==> src/hdl/bpa_pkg.sv <==
`timescale 1ns / 1ps

package bpa_pkg;

    localparam int NUM_PAGES_DEF = 65536;
    localparam int WORD_BITS     = 32;
    localparam int WORD_LOG      = 5;
    localparam int COUNT_W       = 17;
    localparam int PAGE_W        = 16;
    localparam int STATUS_W      = 2;
    localparam int CFG_AW        = 3;
    localparam int CFG_DW        = 32;

    localparam logic [COUNT_W-1:0]  USABLE_RESET = 17'd65536;
    localparam logic                REG_USABLE   = 1'b0;

    localparam logic [STATUS_W-1:0] STAT_DONE    = 2'd0;
    localparam logic [STATUS_W-1:0] STAT_OOM     = 2'd1;
    localparam logic [STATUS_W-1:0] STAT_IGNORED = 2'd2;

    typedef enum logic [3:0] {
        OP_NONE,
        OP_CLR_ROW,
        OP_LOAD,
        OP_FREE_SETUP,
        OP_ALLOC_SETUP,
        OP_SCAN_STEP,
        OP_WRAP,
        OP_OOM,
        OP_MARK_WRITE,
        OP_FINISH
    } op_t;

    typedef enum logic [2:0] {
        ST_CLEAR,
        ST_IDLE,
        ST_DECIDE,
        ST_SCAN_RD,
        ST_SCAN_EV,
        ST_MARK_RD,
        ST_MARK_WR,
        ST_FINISH
    } state_t;

    typedef struct packed {
        op_t                 op;
        logic [STATUS_W-1:0] status;
    } dp_cmd_t;

    typedef struct packed {
        logic at_end;
        logic found;
        logic clr_last;
        logic req_free;
        logic cnt_zero;
        logic idx_zero;
    } dp_stat_t;

endpackage

==> src/hdl/bpa_ctrl.sv <==
`timescale 1ns / 1ps

module bpa_ctrl
    import bpa_pkg::*;
(
    input  logic     aclk,
    input  logic     aresetn,
    input  logic     s_valid,
    output logic     s_ready,
    output logic     m_valid,
    input  logic     m_ready,
    input  dp_stat_t stat,
    output dp_cmd_t  cmd
);

    state_t              state_reg, state_next;
    logic                wrapped_reg, wrapped_next;
    logic [STATUS_W-1:0] status_reg, status_next;
    logic                m_valid_reg, m_valid_next;

    always_ff @(posedge aclk) begin
        if (!aresetn) begin
            state_reg   <= ST_CLEAR;
            wrapped_reg <= 1'b0;
            status_reg  <= STAT_DONE;
            m_valid_reg <= 1'b0;
        end else begin
            state_reg   <= state_next;
            wrapped_reg <= wrapped_next;
            status_reg  <= status_next;
            m_valid_reg <= m_valid_next;
        end
    end

    always_comb begin
        state_next   = state_reg;
        wrapped_next = wrapped_reg;
        status_next  = status_reg;
        m_valid_next = m_valid_reg && !m_ready;
        s_ready      = 1'b0;
        cmd.op       = OP_NONE;
        cmd.status   = status_reg;
        case (state_reg)
            ST_CLEAR: begin
                cmd.op = OP_CLR_ROW;
                if (stat.clr_last) begin
                    state_next = ST_IDLE;
                end
            end
            ST_IDLE: begin
                s_ready = 1'b1;
                if (s_valid) begin
                    cmd.op     = OP_LOAD;
                    state_next = ST_DECIDE;
                end
            end
            ST_DECIDE: begin
                if (stat.cnt_zero || (stat.req_free && stat.idx_zero)) begin
                    status_next = STAT_IGNORED;
                    state_next  = ST_FINISH;
                end else if (stat.req_free) begin
                    cmd.op      = OP_FREE_SETUP;
                    status_next = STAT_DONE;
                    state_next  = ST_MARK_RD;
                end else begin
                    cmd.op       = OP_ALLOC_SETUP;
                    wrapped_next = 1'b0;
                    state_next   = ST_SCAN_RD;
                end
            end
            ST_SCAN_RD: begin
                if (stat.at_end) begin
                    if (!wrapped_reg) begin
                        cmd.op       = OP_WRAP;
                        wrapped_next = 1'b1;
                    end else begin
                        cmd.op      = OP_OOM;
                        status_next = STAT_OOM;
                        state_next  = ST_FINISH;
                    end
                end else begin
                    state_next = ST_SCAN_EV;
                end
            end
            ST_SCAN_EV: begin
                cmd.op = OP_SCAN_STEP;
                if (stat.found) begin
                    status_next = STAT_DONE;
                    state_next  = ST_MARK_RD;
                end else begin
                    state_next = ST_SCAN_RD;
                end
            end
            ST_MARK_RD: begin
                state_next = stat.at_end ? ST_FINISH : ST_MARK_WR;
            end
            ST_MARK_WR: begin
                cmd.op     = OP_MARK_WRITE;
                state_next = ST_MARK_RD;
            end
            ST_FINISH: begin
                if (!m_valid_reg || m_ready) begin
                    cmd.op       = OP_FINISH;
                    m_valid_next = 1'b1;
                    state_next   = ST_IDLE;
                end
            end
            default: begin
                state_next = ST_IDLE;
            end
        endcase
    end

    assign m_valid = m_valid_reg;

endmodule

==> config.mk <==
export PLATFORM = sky130hd
export DESIGN_NAME = bpa_ctrl
export DESIGN_NICKNAME = d
export VERILOG_FILES = /design/src/hdl/bpa_pkg.sv /design/src/hdl/bpa_ctrl.sv
export SDC_FILE = /design/constraint.sdc
export NUM_CORES = 1
export LEC_CHECK = 0
export BUFFER_PORTS_ARGS = -buffer_cell sky130_fd_sc_hd__buf_2
export CAP_MARGIN = 25
export CORE_MARGIN = 3
export CORE_UTILIZATION = 40
export CTS_CLUSTER_SIZE = 14
export DETAILED_ROUTE_END_ITERATION = 6
export PLACE_DENSITY = 0.62
export SLEW_MARGIN = 20
export SYNTH_ARGS = -nofsm -noshare
export SYNTH_HDL_FRONTEND = slang
export SYNTH_SLANG_ARGS = --single-unit
==> constraint.sdc <==
create_clock -name aclk -period 1.6 [get_ports aclk]
set_input_delay 0.48 -clock aclk [delete_from_list [all_inputs] [get_ports aclk]]
set_output_delay 0.48 -clock aclk [all_outputs]
set_load 0.005 [all_outputs]
==> results by group <==
Outcome
  – Run status: complete, but fails checks
  – Failing checks: negative setup slack

Setup path
  – Critical Path Slowest Stage Cell: dfxtp_4
  – WP buf/inv: 2
  – Crit path DAT: roughly 1.3 ns
  – Critical path's largest stage delay: 0.37 ns
  – Worst Setup Start Kind: flop
  – R2R Path Start: state_reg[2]
  – Critical path depth in cells: 5
  – CP delay by family, top: simple AND/OR/NAND/NOR gates
  – Critical path class: flop to output port
  – CP required: 1.12 ns
  – CP endpoint kind: output port
  – CP max FO: 5
  – Capturing point of the worst reg2reg path: status_reg[1]
  – Cells on worst reg2reg path: 7
  – R2R Setup Slk: 0.13 ns
  – Cells along the critical path: buf_6, nand3_4, nor2_2, or3_1, buf_2

Timing
  – RSZ-0062 raised after global routing: true
  – Fin crit share: 1.13
  – Max-Slew Margin vs Limit: 0.793
  – Worst-margin pin slew: 0.311 ns
  – Final hold vios: 0
  – Final worst slack: -0.211 ns
  – Fmax: 552 MHz
  – Post-layout min period: 1.81 ns
  – Clock skew: 0.00337 ns
  – Final setup vio count: 4
  – Slew Viols, Final: 0

Die
  – Row count: 12
  – Initial core utilization: 0.459
  – IO Pins: 18
  – Chip width: 43.1 µm
  – Die height: 43.1 µm
  – DIE AREA: around 0.0019 mm²
  – Core footprint: 0.00120 mm²

Cells and area
  – Largest register FFs: 3
  – Antenna cells: 0
  – Commonest non-fill, non-tap cell in the layout: buf_4
  – Fin cells: 132
  – Final instance area: 967 µm²
  – Layout cell share with drive strength beyond 1: 0.610
  – Commonest cells after routing, fill and taps aside: buf_4 (25), buf_2 (16), a21oi_1 (10)
  – NumNets Final: around 130
  – Area grow syn2layout: 75.3%

Synthesis
  – Yosys warnings: 0
  – Number of flops mapped to enable cells by yosys: 0
  – Register area share after synthesis: 0.254
  – Synth cell types: 33
  – Mean post-synth cell area: 7.66 µm²
  – Synth Flop Type: dfxtp_1
  – Mapped Cells: 72
  – #FFs+latches synth: 7
  – Cell area after synthesis: 552 µm²
  – Syn nets: 82
  – Post-synth ARST share: 0

Run
  – Max_cap viols: 0

Route
  – WL met3: 87 µm
  – Highest Signal Layer: met4
  – DRT iter0 DRCs: 13
  – Final WL: 1690 µm
  – DRT met1 WL: 777 µm
  – DR DRC count: 0
  – Routed length per instance: 12.8 µm
  – Vias after detailed routing: 695
  – TritonRoute pass-1 iters: 4
  – ANT nets after route: 0
  – Vias/cell: ~5.3
  – Routed met2 length: 815 µm

CTS
  – Clock latency on the worst-skew pair: 0.25 ns
  – Clk sink count: 7
  – CTS root buffer: clkbuf_4
  – CTS H-tree lvls: 1
  – Worst-path clk slew: 0.05 ns
  – TritonCTS buffer count: 3
  – TritonCTS clock tree: done
  – Longest Clk Path Bufs: 2
  – Hold_buf cts: 0

Placed design
  – DP HPWL: 1230 µm
  – Placed cell count: 122
  – Final Wtd Congestion: 0.823
  – PortBufs: 17
  – Cell Area, Placed: 797 µm²

Worst hold path
  – Worst Hold Launch: status_reg[1]
  – Hold path depth: 2
  – Min-Delay Endpoint: status_reg[1]
  – Hold WC Path Type: flop to flop

Power and ir drop
  – Pleak: 0.445 nW
  – IR drop worst, VDD: 0.000659 V
  – Power Density: 504 mW/mm²

Global routing
  – First-pass GRT wire length: about 2800 µm
  – GR Overflow Total: 0
  – Total GRT Usage: 0.196
  – Number of global-route vias before repair: 669
  – Initial antenna violation count: 0
  – Largest net degree at the start of global routing: 10
[cell type report]
type / count / area, µm²
clock buffer: 4 / 26.3
fill: 72 / 234
inverter: 3 / 13.8
multi-input combinational: 57 / 425
sequential: 7 / 149
tap: 14 / 17.5
timing repair buffer: 47 / 335
[through the flow]
stage                util  hold WS, ns  power [mW]  TNS, ns  worst slack, ns
floorplan               -        0.455       0.244        0           0.0112
global placement    0.664        0.447       0.306   -0.449           -0.230
detailed placement  0.664        0.456       0.308   -0.447           -0.225
CTS                 0.750        0.462       0.480   -0.652           -0.201
global route        0.805        0.497       0.517   -0.866           -0.276
finish              0.805        0.463       0.487   -0.599           -0.211
[synthesized netlist by cell type (all sizes together), types with 2 or more instances]
| cell | n | share of area |
|---|---|---|
| nor2 | 4 | 0.027 |
| buf | 5 | 0.068 |
| nor2b | 5 | 0.075 |
| a21oi | 14 | 0.13 |
| o21ai | 2 | 0.018 |
| dfxtp | 7 | 0.25 |
| a211o | 2 | 0.034 |
| inv | 3 | 0.025 |
| nand3 | 4 | 0.036 |
| nand2b | 3 | 0.034 |
| o22ai | 3 | 0.034 |
| nor3 | 2 | 0.018 |
| nand2 | 6 | 0.045 |
[power by group]
group          switching, mW  internal, mW  total, mW
sequential           0.00769         0.177      0.185
clock                 0.0647        0.0951      0.160
combinational         0.0637        0.0787      0.142
total                  0.136         0.351      0.487
[per-layer routing]
metal,up-vias,GRT usage
met5,-,0
met4,0,0.0422
met3,2,0.0847
met2,22,0.313
met1,315,0.241
li1,356,-
[worst register-to-register path, cell delays in order (launching register included)]
cell       delay, ns
dfxtp_4         0.37
buf_6           0.13
buf_4           0.13
nor2b_4         0.12
buf_4           0.13
o2bb2ai_1       0.17
a21oi_2         0.17
mux2i_1         0.18
[cell families (layout without fill, tap and decap cells)]
kind of cell	Yosys count	count (layout)	synth area share
flip-flops	7	7	0.254
multiplexers	2	2	0.0385
AO/OA/AOI/OAI	27	27	0.313
AND/OR/NAND/NOR	28	28	0.302
buffers and inverters	8	54	0.0930
[worst max path at each step]
stage / from / endpoint / slack (ns)
after CTS: state_reg[2] / cmd[2] / -0.20
after global placement: stat[2] / cmd[2] / -0.23
final: state_reg[2] / cmd[2] / -0.21
after floorplan: stat[2] / cmd[2] / 0.01
after detailed placement: stat[2] / cmd[2] / -0.22
after global routing: m_valid / cmd[2] / -0.28
[what timing repair did]
action / in CTS / in global routing
pin swaps: 4 / 4
resized for setup: 16 / 12
buffers inserted: 3 / 4
setup endpoints to repair: 5 / 5
(Power assumes the default switching activity.)
